===== src/sv/assert_macros.svh =====
// assertion macros for the rtl file that checks itself
// depends on nothing; each macro takes the clock and the active-low reset

`ifndef ASSERT_MACROS_SVH
`define ASSERT_MACROS_SVH

// same-cycle implication, masked while reset is asserted
`define ASSERT_IMPLIES(label, clk, rst_n, ante, cons) \
  label: assert property (@(posedge clk) disable iff (!rst_n) (ante) |-> (cons)) \
    else $error("implication check failed");

// next-cycle implication, masked while reset is asserted
`define ASSERT_NEXT(label, clk, rst_n, ante, cons) \
  label: assert property (@(posedge clk) disable iff (!rst_n) (ante) |=> (cons)) \
    else $error("next-cycle check failed");

`endif


===== src/sv/bdel_pkg.sv =====
// shared types and constants of the bounded double-ended list unit
// used by bdel_cell and bounded_double_ended_list_unit; depends on nothing

package bdel_pkg;

  // default sizes
  localparam int CAPACITY_DEF   = 16;
  localparam int DATA_WIDTH_DEF = 32;

  // fixed widths of the port fields
  localparam int OPCODE_W    = 3;
  localparam int PORT_DATA_W = 32;
  localparam int POS_W       = 4;
  localparam int STATUS_W    = 2;
  localparam int ENTRY_CNT_W = 5;

  typedef enum logic [OPCODE_W-1:0] {
    OP_PUSH_FRONT = 3'd0,
    OP_PUSH_BACK  = 3'd1,
    OP_POP_FRONT  = 3'd2,
    OP_POP_BACK   = 3'd3,
    OP_READ       = 3'd4
  } op_t;

  typedef enum logic [STATUS_W-1:0] {
    ST_OK        = 2'd0,
    ST_EMPTY     = 2'd1,
    ST_FULL      = 2'd2,
    ST_OUT_RANGE = 2'd3
  } status_t;

  // per-cycle command broadcast to every cell of the row
  typedef struct packed {
    logic shift_right;  // push front: every element moves one cell back
    logic shift_left;   // pop front: every element moves one cell forward
    logic append;       // push back: the cell at the current count loads
  } cell_ctl_t;

endpackage


===== src/sv/bdel_cell.sv =====
// one storage cell of the element row; holds the element at its position
// depends on bdel_pkg for the command struct

module bdel_cell #(
  parameter int DATA_WIDTH = bdel_pkg::DATA_WIDTH_DEF,
  parameter int CNT_W      = 5,
  parameter int IDX        = 0
) (
  input  logic                  clk,
  input  bdel_pkg::cell_ctl_t   ctl,
  input  logic [CNT_W-1:0]      count,
  input  logic [DATA_WIDTH-1:0] from_prev,
  input  logic [DATA_WIDTH-1:0] from_next,
  input  logic [DATA_WIDTH-1:0] din,
  output logic [DATA_WIDTH-1:0] val
);

  logic [DATA_WIDTH-1:0] val_r;
  logic [DATA_WIDTH-1:0] val_nxt;

  always_comb begin
    val_nxt = val_r;
    if (ctl.shift_right) begin
      val_nxt = from_prev;
    end else if (ctl.shift_left) begin
      val_nxt = from_next;
    end else if (ctl.append && (count == CNT_W'(IDX))) begin
      val_nxt = din;
    end
  end

  // payload only, no reset
  always_ff @(posedge clk) begin
    val_r <= val_nxt;
  end

  assign val = val_r;

endmodule


===== src/sv/bounded_double_ended_list_unit.sv =====
// top level of the bounded double-ended list unit: control, cell row, result register
// depends on bdel_pkg, bdel_cell and assert_macros.svh

// Bounded double-ended list (deque) held as a row of CAPACITY cells, cell 0 holding the
// front element. Each input beat is one operation: push front, push back, pop front,
// pop back or read at a position. A push front shifts the whole row one cell back and
// loads cell 0; a pop front shifts it one cell forward; a push back loads the cell at
// the current count; pops and reads take one cell through a single read mux. Every
// beat returns exactly one result beat with the popped or read value (0 on pushes and
// errors), a status (ok, pop on empty, push dropped when full, position out of range),
// the count after the operation (modulo 32) and an empty flag. Unused opcodes leave the
// list alone and report ok. Throughput is one beat per clock while results are taken;
// the result appears in the output register in the cycle after acceptance, fed by the
// read mux in front of the result register. A new beat is taken while a result waits,
// as long as the consumer takes that result in the same cycle. Stored values are not
// cleared by reset; only positions below the count are ever returned.

`include "assert_macros.svh"

module bounded_double_ended_list_unit #(
  parameter int CAPACITY   = bdel_pkg::CAPACITY_DEF,
  parameter int DATA_WIDTH = bdel_pkg::DATA_WIDTH_DEF
) (
  input  logic                               clk,
  input  logic                               rst_n,
  // input channel
  input  logic                               in_valid,
  output logic                               in_ready,
  input  logic [bdel_pkg::OPCODE_W-1:0]      in_opcode,
  input  logic [bdel_pkg::PORT_DATA_W-1:0]   in_data_in,
  input  logic [bdel_pkg::POS_W-1:0]         in_position,
  // result channel
  output logic                               out_valid,
  input  logic                               out_ready,
  output logic [bdel_pkg::PORT_DATA_W-1:0]   out_data_out,
  output logic [bdel_pkg::STATUS_W-1:0]      out_status,
  output logic [bdel_pkg::ENTRY_CNT_W-1:0]   out_entry_count,
  output logic                               out_is_empty
);

  localparam int CNT_W = $clog2(CAPACITY + 1);
  localparam int IDX_W = $clog2(CAPACITY);
  // common width for comparing a position against the count
  localparam int CMP_W = (CNT_W > bdel_pkg::POS_W) ? CNT_W : bdel_pkg::POS_W;

  // list control state
  logic [CNT_W-1:0] count_r;
  logic [CNT_W-1:0] count_nxt;

  // result register
  logic                                  out_valid_r;
  logic [bdel_pkg::PORT_DATA_W-1:0]      data_out_r;
  logic [bdel_pkg::STATUS_W-1:0]         status_r;
  logic [bdel_pkg::ENTRY_CNT_W-1:0]      entry_count_r;
  logic                                  is_empty_r;

  logic                  in_fire;
  logic                  is_full;
  logic                  is_empty_now;
  logic [DATA_WIDTH-1:0] din;
  logic [IDX_W-1:0]      rd_idx;
  logic                  rd_en;
  logic [DATA_WIDTH-1:0] rd_data;
  bdel_pkg::status_t     status_nxt;
  bdel_pkg::cell_ctl_t   ctl;
  bdel_pkg::cell_ctl_t   ctl_fire;

  // cell outputs, each read by its neighbors and by the read mux
  logic [DATA_WIDTH-1:0] cell_q [CAPACITY];

  // a new beat goes in when the result slot is free or being drained
  assign in_ready = !out_valid_r || out_ready;
  assign in_fire  = in_valid && in_ready;

  assign is_full      = (count_r == CNT_W'(CAPACITY));
  assign is_empty_now = (count_r == '0);
  assign din          = DATA_WIDTH'(in_data_in);

  // decode the operation against the current count
  always_comb begin
    count_nxt  = count_r;
    status_nxt = bdel_pkg::ST_OK;
    ctl        = '0;
    rd_en      = 1'b0;
    rd_idx     = '0;
    case (in_opcode)
      bdel_pkg::OP_PUSH_FRONT: begin
        if (is_full) begin
          status_nxt = bdel_pkg::ST_FULL;
        end else begin
          ctl.shift_right = 1'b1;
          count_nxt       = count_r + CNT_W'(1);
        end
      end
      bdel_pkg::OP_PUSH_BACK: begin
        if (is_full) begin
          status_nxt = bdel_pkg::ST_FULL;
        end else begin
          ctl.append = 1'b1;
          count_nxt  = count_r + CNT_W'(1);
        end
      end
      bdel_pkg::OP_POP_FRONT: begin
        if (is_empty_now) begin
          status_nxt = bdel_pkg::ST_EMPTY;
        end else begin
          // front element sits in cell 0
          rd_en          = 1'b1;
          ctl.shift_left = 1'b1;
          count_nxt      = count_r - CNT_W'(1);
        end
      end
      bdel_pkg::OP_POP_BACK: begin
        if (is_empty_now) begin
          status_nxt = bdel_pkg::ST_EMPTY;
        end else begin
          rd_en     = 1'b1;
          rd_idx    = IDX_W'(count_r - CNT_W'(1));
          count_nxt = count_r - CNT_W'(1);
        end
      end
      bdel_pkg::OP_READ: begin
        if (CMP_W'(in_position) >= CMP_W'(count_r)) begin
          status_nxt = bdel_pkg::ST_OUT_RANGE;
        end else begin
          rd_en  = 1'b1;
          rd_idx = IDX_W'(in_position);
        end
      end
      default: begin
        // unused opcode: nothing changes
      end
    endcase
  end

  // single read port over the cell row
  assign rd_data = rd_en ? cell_q[rd_idx] : '0;

  // the row only moves on an accepted beat
  assign ctl_fire = in_fire ? ctl : '0;

  // row of cells, cell 0 at the front
  for (genvar i = 0; i < CAPACITY; i++) begin : g_cell
    logic [DATA_WIDTH-1:0] from_prev;
    logic [DATA_WIDTH-1:0] from_next;

    if (i == 0) begin : g_head
      assign from_prev = din;
    end else begin : g_body
      assign from_prev = cell_q[i-1];
    end

    if (i == CAPACITY - 1) begin : g_tail
      assign from_next = cell_q[i];
    end else begin : g_inner
      assign from_next = cell_q[i+1];
    end

    bdel_cell #(
      .DATA_WIDTH (DATA_WIDTH),
      .CNT_W      (CNT_W),
      .IDX        (i)
    ) u_cell (
      .clk       (clk),
      .ctl       (ctl_fire),
      .count     (count_r),
      .from_prev (from_prev),
      .from_next (from_next),
      .din       (din),
      .val       (cell_q[i])
    );
  end

  // control state and the result valid flag
  always_ff @(posedge clk) begin
    if (!rst_n) begin
      count_r     <= '0;
      out_valid_r <= 1'b0;
    end else begin
      if (in_fire) begin
        count_r <= count_nxt;
      end
      if (in_fire) begin
        out_valid_r <= 1'b1;
      end else if (out_ready) begin
        out_valid_r <= 1'b0;
      end
    end
  end

  // result payload, loaded with the beat that produced it
  always_ff @(posedge clk) begin
    if (in_fire) begin
      data_out_r    <= bdel_pkg::PORT_DATA_W'(rd_data);
      status_r      <= status_nxt;
      entry_count_r <= bdel_pkg::ENTRY_CNT_W'(count_nxt);
      is_empty_r    <= (count_nxt == '0);
    end
  end

  assign out_valid       = out_valid_r;
  assign out_data_out    = data_out_r;
  assign out_status      = status_r;
  assign out_entry_count = entry_count_r;
  assign out_is_empty    = is_empty_r;

  // checks
  `ASSERT_IMPLIES(a_count_bound, clk, rst_n, 1'b1, count_r <= CNT_W'(CAPACITY))
  `ASSERT_NEXT(a_error_keeps_count, clk, rst_n, in_fire && (status_nxt != bdel_pkg::ST_OK), $stable(count_r))
  `ASSERT_NEXT(a_push_grows, clk, rst_n, in_fire && (ctl.shift_right || ctl.append), count_r == $past(count_r) + CNT_W'(1))
  `ASSERT_IMPLIES(a_empty_means_zero, clk, rst_n, out_valid_r && is_empty_r, entry_count_r == '0)

endmodule


===== config.mk =====
export PLATFORM = sky130hd
export DESIGN_NAME = bounded_double_ended_list_unit
export DESIGN_NICKNAME = d
export VERILOG_FILES = /design/src/sv/bdel_pkg.sv /design/src/sv/bdel_cell.sv /design/src/sv/bounded_double_ended_list_unit.sv
export VERILOG_INCLUDE_DIRS = /design/src /design/src/sv
export SDC_FILE = /design/constraint.sdc
export NUM_CORES = 1
export LEC_CHECK = 0
export BUFFER_PORTS_ARGS = -buffer_cell sky130_fd_sc_hd__buf_4
export CAP_MARGIN = 20
export CORE_MARGIN = 2
export CORE_UTILIZATION = 40
export DETAILED_ROUTE_END_ITERATION = 10
export RECOVER_POWER = 100
export SYNTH_ARGS = -nofsm -noshare
export SYNTH_HDL_FRONTEND = slang
export SYNTH_SLANG_ARGS = --single-unit

===== constraint.sdc =====
create_clock -name clk -period 6 [get_ports clk]
set_input_delay 0 -clock clk [delete_from_list [all_inputs] [get_ports clk]]
set_output_delay 0 -clock clk [all_outputs]
set_load 0.005 [all_outputs]

-- Word-level counts from Yosys, hierarchy flattened
Index checks and enable logic that the tools add are counted.
- register bits: 558
- input bits: 43
- word-level logic and storage cells: 161
- add/sub/neg operators: 2
- order comparisons: 2
- equal/unequal tests: 21
- mux-type cells: 71
- bitwise gates (word level): 1
- reduce and logical (&&, ||, !) cells: 42
- operators by type and width (operator ; count):
    32-bit two-way mux ; 50
    32-bit binary-select mux with 4-bit select ; 1
    3-bit nonzero test ; 15
    5-bit by 4-bit == test with 1-bit output (second input constant) ; 8
    5-bit by 3-bit == test with 1-bit output (second input constant) ; 4
    1-bit logical AND ; 17
    5-bit by 2-bit == test with 1-bit output (second input constant) ; 2
    5-bit logical NOT ; 2
    5-bit two-way mux ; 2
    5-bit case mux with 2 select lines ; 1
    1-bit two-way mux ; 9
    4-bit two-way mux ; 2
    4-bit case mux with 2 select lines ; 1
    3-bit by 2-bit == test with 1-bit output (second input constant) ; 2
    2-bit case mux with 3 select lines ; 1
    5-bit by 1-bit adder with 5-bit output (second input constant) ; 1
    5-bit by 1-bit == test with 1-bit output (second input constant) ; 1
    5-bit == test (second input constant) ; 1
    4-bit by 5-bit greater-or-equal comparator with 1-bit output ; 1
    5-bit greater-or-equal comparator (second input constant) ; 1
    4-bit NOT with 5-bit output ; 1
    5-bit by 1-bit subtractor with 5-bit output (second input constant) ; 1
    2-bit two-way mux ; 2
    2-bit nonzero test ; 2
    10 further kinds ; 11

-- Depth between registers and ports, before layout
Gate-level depths: netlist of run 1.
- depth in word-level cells: 8
- mapped depth: 13
- depth with buffers taken out: 9

-- Cells and area by module
Synthesis of run 1 repeated with hierarchy kept, for this count alone.
- cell total of the unflattened synthesis: 3343
- area total of the unflattened synthesis: 34201.6 µm²
- by module, submodules not included (module ; times used ; cells each ; area an instance (µm²) ; sequential area each (µm²)):
    bounded_double_ended_list_unit ; 1 ; 1073 ; 7184.4 ; 1321.3
    bdel_cell (g_cell[10].u_cell ...) ; 4 ; 142 ; 1690.4 ; 960.9
    bdel_cell (g_cell[1].u_cell ...) ; 4 ; 142 ; 1689.1 ; 960.9
    bdel_cell (g_cell[11].u_cell ...) ; 3 ; 141 ; 1686.6 ; 960.9
    bdel_cell (g_cell[13].u_cell ...) ; 2 ; 143 ; 1690.4 ; 960.9
    bdel_cell (g_cell[0].u_cell ...) ; 2 ; 142 ; 1686.6 ; 960.9
    bdel_cell (g_cell[3].u_cell) ; 1 ; 141 ; 1685.4 ; 960.9

-- Least setup slack after synthesis of run 1
Ideal clock, no wire load.
- path type: reg2reg
- start: reg count_r[0]
- end: reg g_cell[9].u_cell.val_r[0], enable pin
- setup time: 466 ps
- arrival time: 4285 ps
- path slack: 1250 ps
- cell stages (with the launch flop): 8
- buffers on the path: 0
- period minus slack after synthesis: 4750 ps
- cell sequence: dfxtp_1 inv_1 ha_1 a311oi_1 nand2_1 nor3b_1 nand2_1 o21ai_0
- longest elaborated chain between the ends: 6
- elaborated cells between the ends (all ways): 11
- classes of those cells: 2 x eq/ne; 6 x mux; 3 x reduce/logical
- ends and longest elaborated chain (what ; line ; source):
    start: declaration ; bounded_double_ended_list_unit.sv:47 ; logic [CNT_W-1:0] count_r;
    start signal: assignment ; bounded_double_ended_list_unit.sv:181 ; count_r <= count_nxt;
    5-bit == test ; bounded_double_ended_list_unit.sv:75 ; assign is_full = (count_r == CNT_W'(CAPACITY));
    1-bit two-way mux ; bounded_double_ended_list_unit.sv:88, bounded_double_ended_list_unit.sv:96 ;
    1-bit two-way mux ; bounded_double_ended_list_unit.sv:86 ; case (in_opcode)
    3-bit two-way mux ; bounded_double_ended_list_unit.sv:140 ; assign ctl_fire = in_fire ? ctl : '0;
    1-bit logical AND ; bdel_cell.sv:27 ; end else if (ctl.append && (count == CNT_W'(IDX))) begin
    3-bit nonzero test (no source line) * ; n/a ;
    end signal: assignment ; bdel_cell.sv:34 ; val_r <= val_nxt;
    end: declaration ; bdel_cell.sv:18 ; logic [DATA_WIDTH-1:0] val_r;
Mark *: on every way between the ends. The rest lies on a longest branch, timed or not.
A chain may end at the register's enable or synchronous reset.

-- Final worst setup path of run 1
- start: reg count_r[0]
- end: reg g_cell[15].u_cell.val_r[17], data pin
- longest elaborated chain between the ends: 5
- ends and longest elaborated chain (what ; line ; source):
    5-bit == test ; bounded_double_ended_list_unit.sv:75 ;
    1-bit two-way mux ; bounded_double_ended_list_unit.sv:88 ; if (is_full) begin
    1-bit two-way mux ; bounded_double_ended_list_unit.sv:86 ;
    3-bit two-way mux ; bounded_double_ended_list_unit.sv:140 ;
    32-bit two-way mux ; bdel_cell.sv:23 ; if (ctl.shift_right) begin
    via g_cell[15].u_cell.val_nxt[17] ; bdel_cell.sv:19 ; logic [DATA_WIDTH-1:0] val_nxt;
    end signal: assignment ; bdel_cell.sv:34 ;
    end: declaration ; bdel_cell.sv:18 ;
The timed path passes the listed nets, and every way through them passes these cells.

==> run_results.csv, run 1 <==
group,metric,value,unit
status,status,"finished with violations",
status,violations,"max-capacitance violations, max-slew violations",
synth,ys_warn_count,0,
setup_path,worstSetupEndpointType,"register",
synth,synth-edff-count,552,
setup_path,crit_path_max_fanout,142,
cells_and_area,drive_gt1_frac,0.1445,
cells_and_area,final_cells,3078,
cells_and_area,layout_commonest_cell,"edfxtp_1",
setup_path,reg2reg_to,"g_cell[15].u_cell.val[17]",
clock_tree,cts_sinks,558,
pwr,p_switching,2.376,mW
timing,rsz0062_at_grt,"false",
die,die_x,270.8,µm
synth,ys_ff_latch,558,
setup_path,r2r_setup_slack,0.84,ns
drt,route.detailed.drc,0,
clock_tree,postCtsSetupRepairBufs,0,
drt,dr.pass1.iters,6,
pwr,clockPowerShare,0.385,
worst_hold_path,min_from,"out_ready",
synth,synthDistinctLibCells,65,
pwr,power_density,293.2,mW/mm²
clock_tree,path_clk_slew,0.06,ns
place,post-place-ws,1.609,ns
synth,syn_area_per_cell,13.58,µm²
setup_path,arrival,5.54,ns
cells_and_area,n_fill_cell,6193,
global_routing,met1_usage,0.3412,
die,initial_core_util,0.4051,
cells_and_area,final_cell_area,0.03205,mm²
drt,dr_total_vias,21497,
drt,drt_iter0_drc,3180,
cells_and_area,mostFrequentLayoutCells,"edfxtp_1 (552), a221o_1 (451), and3_1 (150), a211oi_1 (147), nand2_1 (86)",
setup_path,r2r_cells,8,
place,gp_congestion,0.8303,
place,dp_hpwl,49310,µm
worst_hold_path,hold_depth,5,
timing,finalSetupViolCount,0,
setup_path,critPathLaunchType,"register",
clock_tree,clk_latency,0.64,ns
cells_and_area,regArea,0.01670,mm²
cells_and_area,fin_util,0.4560,
synth,async_flop_share,0,
timing,fin_ws,0.8355,ns
setup_path,path_class,"register to register",
pwr,p_int,7.019,mW
setup_path,r2r-start,"count_r[0]",
synth,syn_nets,2150,
global_routing,grt_pass1_wl,133800,µm
timing,skew,0.02248,ns
clock_tree,htreeDepth,2,
global_routing,antenna_found_initial,0,
synth,synth_ff_type,"edfxtp_1",
setup_path,cp_data_required_time,6.37,ns
synth,yosysSeqAreaShare,0.5865,
drt,antenna_left,0,
place,dpl.cell_count,2924,
timing,drv_slew,723,
clock_tree,cts_root_buffer,"clkbuf_16",
place,io_buffers,84,
pwr,swShare,0.2529,
global_routing,gr-usage-all-layers,0.2377,
timing,hold_violations,0,
pwr,peakVddDrop,0.2752,mV
clock_tree,clockBufferDepth,3,
synth,syn_inst,2096,
global_routing,use_met3,0.04189,
cells_and_area,antenna_cells,0,
timing,fin_crit,5.164,ns
die,coreArea,0.07027,mm²
die,num_rows,97,
cells_and_area,synthToLayoutAreaGrowth,12.57,%
clock_tree,cts_buffers,60,
place,place_area,0.03000,mm²
global_routing,grt_pass1_vias,20110,
drt,viasPerCell,6.984,
drt,totalWireLength,89820,µm
synth,synth.cell_area,0.02847,mm²
timing,setup_tns,0,ns
timing,finalCritPeriodShare,0.8607,
global_routing,overflow,0,
cells_and_area,multi_input_area,0.01079,mm²
timing,timing.slew.headroom,-1.619,
timing,worst_pin_slew,3.929,ns
pwr,seqPwrFrac,0.493,
cells_and_area,fin_nets,2141,
global_routing,grt_max_degree,217,
die,die_h,270.8,µm
die,io_pins,85,
pwr,leakage,10.89,nW
clock_tree,cts_tree,"yes",
global_routing,groute.layer.met2.usage,0.3692,
flow_run,drv_cap,15,
drt,wl_per_cell,29.18,µm
worst_hold_path,holdPathEnd,"count_r[3]",
worst_hold_path,hold_path.class,"input port to register",
global_routing,grt_most_used_layer,"met2",
pwr,pwr-share-comb,0.122,
timing,fmax,193.6,MHz
die,die-area,0.07332,mm²
[kinds of logic after synthesis]
family                   synth area share
adder cells (fa/ha/maj)          0.004835
multiplexers                      0.04641
AO/OA/AOI/OAI                      0.2608
XOR/XNOR                        0.0006154
buffers and inverters             0.03811
AND/OR/NAND/NOR                   0.06276
flip-flops                         0.5865
[worst max-delay path, cell delays in order (launching register included)]
cell and delay [ns]:
dfxtp_1 0.51, inv_1 0.16, ha_1 0.30, a311oi_1 0.64
nand2_1 0.25, nor2_4 0.25, clkbuf_2 1.61, buf_12 0.51
mux2_2 0.41
[worst max-delay path by stage]
| stage | from | end | cells past startpoint |
|---|---|---|---|
| after detailed placement | count_r[0] | g_cell[1].u_cell.val[27] | 8 |
| after global routing | count_r[0] | g_cell[15].u_cell.val[17] | 8 |
| final | count_r[0] | g_cell[15].u_cell.val[17] | 8 |
| after CTS | count_r[0] | g_cell[1].u_cell.val[26] | 8 |
| after global placement | count_r[0] | g_cell[1].u_cell.val[27] | 8 |
| after floorplan | count_r[0] | g_cell[9].u_cell.val[0] | 7 |
[repair_timing]
item / 4_1_cts / 5_1_grt
hold buffers: 40 / 0
hold endpoints to repair: 75 / 0
resized for setup: 0 / 0
[synth_stat cells (3+ instances only)]
| cell | instances | area, µm² |
|---|---|---|
| inv_1 | 12 | 45.04 |
| a32o_1 | 30 | 300.3 |
| a21boi_0 | 7 | 52.55 |
| and2_1 | 26 | 162.7 |
| a311o_1 | 3 | 30.03 |
| a32oi_1 | 26 | 227.7 |
| edfxtp_1 | 552 | 16580 |
| o211a_1 | 6 | 60.06 |
| clkbuf_1 | 181 | 679.4 |
| a2111oi_2 | 20 | 300.3 |
| dfxtp_1 | 6 | 120.1 |
| and2_0 | 7 | 43.79 |
| nor2_1 | 21 | 78.83 |
| nor3_1 | 5 | 25.02 |
| o31ai_1 | 5 | 37.54 |
| nand2b_1 | 3 | 18.77 |
| buf_1 | 14 | 52.55 |
| mux2i_1 | 60 | 600.6 |
| o21ai_0 | 46 | 230.2 |
| a22o_1 | 5 | 43.79 |
| nor3b_1 | 4 | 30.03 |
| a2111oi_0 | 9 | 78.83 |
| buf_6 | 5 | 56.30 |
| a211oi_1 | 147 | 1104 |
| a311oi_1 | 10 | 87.58 |
| a211o_1 | 3 | 26.28 |
| mux2_2 | 64 | 720.7 |
| and3_1 | 150 | 938.4 |
| o211ai_1 | 5 | 37.54 |
| nor4_1 | 3 | 18.77 |
| o21ai_1 | 6 | 30.03 |
| a21oi_1 | 14 | 70.07 |
| a221oi_1 | 6 | 52.55 |
| buf_2 | 47 | 235.2 |
| ha_1 | 11 | 137.6 |
| nand2_1 | 87 | 326.6 |
| nand3_1 | 6 | 30.03 |
| a221o_1 | 451 | 4514 |
[power by group through the flow]
stage / Clock, mW / Sequential, mW / Combinational (mW)
floorplan: 0 / 4.67 / 0.744
global route: 3.83 / 4.65 / 1.23
finish: 3.62 / 4.63 / 1.14
global placement: 0 / 4.70 / 1.11
detailed placement: 0 / 4.70 / 1.13
CTS: 3.69 / 4.62 / 1.16
[flip-flops by register name, indices dropped and copies added, names as in the netlist]
register           cells
out_valid              1
out_is_empty           1
out_data_out          32
out_entry_count        5
out_status             2
g_cell.u_cell.val    512
count_r                5
[stage by stage]
| step | hold WS [ns] | power (mW) |
|---|---|---|
| final | 0.04948 | 9.395 |
| after global routing | 0.09835 | 9.697 |
| after CTS | 0.04301 | 9.472 |
| after detailed placement | 0.2725 | 5.834 |
| after global placement | 0.2651 | 5.812 |
| after floorplan | 0.1207 | 5.416 |
[metal layers]
layer | vias up | wire, µm
met5 | - | 0
met4 | 0 | 2383
met3 | 167 | 8461
met2 | 1280 | 41070
met1 | 10952 | 37900
li1 | 9098 | -
[cell type report]
type / instances / area share
clock inverters: 40 / 0.01003
well taps: 940 / 0.03670
inverters: 13 / 0.001523
flip-flops and latches: 558 / 0.5210
repair buffers: 178 / 0.04572
multi-input cells: 1276 / 0.3366
clock buffers: 73 / 0.04838
No activity file was read; power rests on OpenSTA's default activity.
==> run 2, diff against run 1 <==
Settings changed: ABC_AREA set to 1.
==> run_results.csv, run 2 <==
group,metric,value,unit
setup_path,r2r_cells,10,
timing,rsz0062_at_grt,"false",
clock_tree,path_clk_slew,0.07,ns
timing,drv_slew,748,
global_routing,gr-usage-all-layers,0.2369,
cells_and_area,synthToLayoutAreaGrowth,10.41,%
drt,totalWireLength,93930,µm
drt,wl_per_cell,23.11,µm
global_routing,overflow,0,
clock_tree,ctsResizeCount,0,
synth,syn_inst,3102,
status,status,"finished with violations",
cells_and_area,fin_nets,3099,
synth,synthDistinctLibCells,31,
synth,ys_warn_count,0,
pwr,seqPwrFrac,0.488,
die,die-area,0.07740,mm²
synth,synth_mux_area_frac,0,
synth,synthTopCellsByCount,"nand3_1 (716), edfxtp_1 (552), inv_1 (542), o221ai_1 (449), nand2_1 (370)",
pwr,peakVddDrop,0.2254,mV
global_routing,grt_max_degree,231,
drt,route.detailed.drc,0,
pwr,pwr-share-comb,0.133,
pwr,p_int,6.892,mW
synth,yosysSeqAreaShare,0.5552,
synth,synth-simple-area-share,0.1746,
timing,finalSetupViolCount,0,
status,violations,"max-capacitance violations, max-slew violations",
clock_tree,htreeDepth,2,
cells_and_area,n_fill_cell,6987,
flow_run,drv_cap,18,
timing,fmax,208.0,MHz
pwr,clockPowerShare,0.379,
synth,synth-edff-count,552,
cells_and_area,mostFrequentLayoutCells,"nand3_1 (718), edfxtp_1 (552), inv_1 (541), o221ai_1 (449), nand2_1 (373)",
cells_and_area,largest_reg_flops,512,
synth,synth.cell_area,0.03007,mm²
timing,worst_pin_slew,2.123,ns
synth,syn_area_per_cell,9.695,µm²
synth,yosysTopAreaCell,"edfxtp_1",
worst_hold_path,hold_depth,6,
global_routing,met1_usage,0.3365,
pwr,swShare,0.2656,
cells_and_area,fin_util,0.4460,
setup_path,critPathLaunchType,"register",
worst_hold_path,holdPathEnd,"out_status[1]",
synth,synth_xor_area_frac,0.0005825,
synth,synth_area_leaders,"edfxtp_1 (55%), o221ai_1 (13%), nand3_1 (12%)",
synth,ys_ff_latch,558,
clock_tree,clockBufferDepth,3,
pwr,leakage,13.12,nW
setup_path,r2r-start,"count_r[0]",
global_routing,groute.layer.met2.usage,0.3745,
die,num_rows,100,
setup_path,path_class,"register to register",
cells_and_area,layout_commonest_cell,"nand3_1",
synth,synth_top_area_frac,0.5512,
place,gp_congestion,0.8244,
drt,antenna_left,0,
timing,finalCritPeriodShare,0.8015,
global_routing,grt_pass1_wl,143500,µm
place,io_buffers,84,
drt,dr.pass1.iters,6,
timing,setup_tns,0,ns
synth,synth-compound-area-share,0.1534,
die,io_pins,85,
clock_tree,cts_root_buffer,"clkbuf_16",
drt,viasPerCell,6.175,
cells_and_area,drive_gt1_frac,0.06882,
setup_path,reg2reg_to,"g_cell[5].u_cell.val[6]",
die,coreArea,0.07445,mm²
synth,synth_ff_type,"edfxtp_1",
synth,syn_nets,3156,
timing,hold_violations,0,
die,die_x,278.2,µm
clock_tree,clk_latency,0.64,ns
worst_hold_path,hold_path.class,"input port to register",
setup_path,r2r_setup_slack,1.19,ns
setup_path,cp_data_required_time,6.24,ns
setup_path,crit_path_max_fanout,27,
pwr,power_density,282.6,mW/mm²
synth,synth_top_family_by_area,"simple AND/OR/NAND/NOR gates",
global_routing,grt_pass1_vias,24321,
drt,drt_iter0_drc,3455,
pwr,p_switching,2.492,mW
timing,timing.slew.headroom,-0.4152,
timing,skew,0.01862,ns
synth,synth_fa_ha_area_frac,0.004576,
clock_tree,hold_buffers,40,
setup_path,arrival,5.05,ns
timing,fin_crit,4.809,ns
drt,dr_total_vias,25096,
clock_tree,postCtsSetupRepairBufs,0,
setup_path,worstSetupEndpointType,"register",
die,initial_core_util,0.4040,
synth,async_flop_share,0,
synth,yosysMostFrequentCell,"nand3_1",
cells_and_area,antenna_cells,0,
clock_tree,cts_buffers,61,
global_routing,grt_most_used_layer,"met2",
global_routing,antenna_found_initial,0,
place,dp_hpwl,45680,µm
worst_hold_path,min_from,"in_position[3]",
die,die_h,278.2,µm
clock_tree,cts_tree,"yes",
clock_tree,cts_sinks,558,
global_routing,use_met3,0.03467,
run 2: cell types whose count changed in the layout (fill, tap and decap cells not counted), moves of 64 or more:
cell	change
nand3_1	+712
a211oi_1	-146
and3_1	-150
a221o_1	-451
o221ai_1	+449
nand2_1	+287
inv_1	+529
mux2_2	-64
run 2: logic make-up (layout without fill, tap and decap cells):
family                   count (synthesis)  count (layout)
AND/OR/NAND/NOR                       1121            1121
buffers and inverters                  830             823
AO/OA/AOI/OAI                          580             580
flip-flops                             558             558
adder cells (fa/ha/maj)                 11              11
XOR/XNOR                                 2               2
run 2: per-layer routing:
layer,share of wire,up-vias
met3,0.093,196
met4,0.028,0
met1,0.42,12204
met2,0.46,1443
met5,0,-
li1,-,11253
run 2: area by class of cell:
cell class | count | area (µm²) | share of cell area
clock buffer | 76 | 1625 | 0.04895
tap | 969 | 1212 | 0.03651
clock inverter | 37 | 210.2 | 0.006330
sequential | 558 | 16700 | 0.5028
inverter | 546 | 2054 | 0.06187
multi-input combinational | 1714 | 10040 | 0.3022
timing repair buffer | 164 | 1371 | 0.04130
run 2: worst max-delay path by stage:
stage / start / end / slack, ns / depth (start not counted)
6_report: count_r[0] / g_cell[5].u_cell.val[6] / 1.19 / 10
5_1_grt: count_r[0] / g_cell[2].u_cell.val[7] / 1.0 / 9
4_1_cts: count_r[0] / g_cell[9].u_cell.val[2] / 2.14 / 11
3_5_place_dp: count_r[0] / g_cell[2].u_cell.val[7] / 2.18 / 11
3_3_place_gp: count_r[1] / g_cell[9].u_cell.val[6] / 2.37 / 11
2_1_floorplan: count_r[0] / g_cell[12].u_cell.val[0] / 1.67 / 7
run 2: power groups by stage:
stage | Clock [mW] | Sequential (mW) | Combinational (mW)
final | 3.56 | 4.58 | 1.25
after global routing | 3.76 | 4.59 | 1.37
after CTS | 3.61 | 4.57 | 1.27
after detailed placement | 0 | 4.66 | 1.24
after global placement | 0 | 4.65 | 1.21
after floorplan | 0 | 4.65 | 0.819
run 2: critical path: stages (launching register included):
cell and delay, ns:
dfxtp_1 0.47, inv_1 0.18, ha_1 0.29, nand3_1 0.11
nand2_1 0.10, inv_1 0.14, nand3_1 0.80, nand2_1 0.39
inv_4 0.12, o21ai_0 0.64, clkbuf_2 1.12
run 2: through the flow:
stage / instance area, µm² / instances / setup slack (ns) / hold WS, ns / power, mW
2_1_floorplan: 30070 / 3102 / 1.671 / 0.1119 / 5.467
3_3_place_gp: 31280 / 3911 / 2.374 / 0.2758 / 5.864
3_5_place_dp: 31280 / 3911 / 2.183 / 0.2790 / 5.897
4_1_cts: 33520 / 4064 / 2.138 / 0.0001840 / 9.457
5_1_grt: 33210 / 4064 / 0.9959 / 0.08848 / 9.723
6_report: 33210 / 4064 / 1.191 / 0.04394 / 9.384
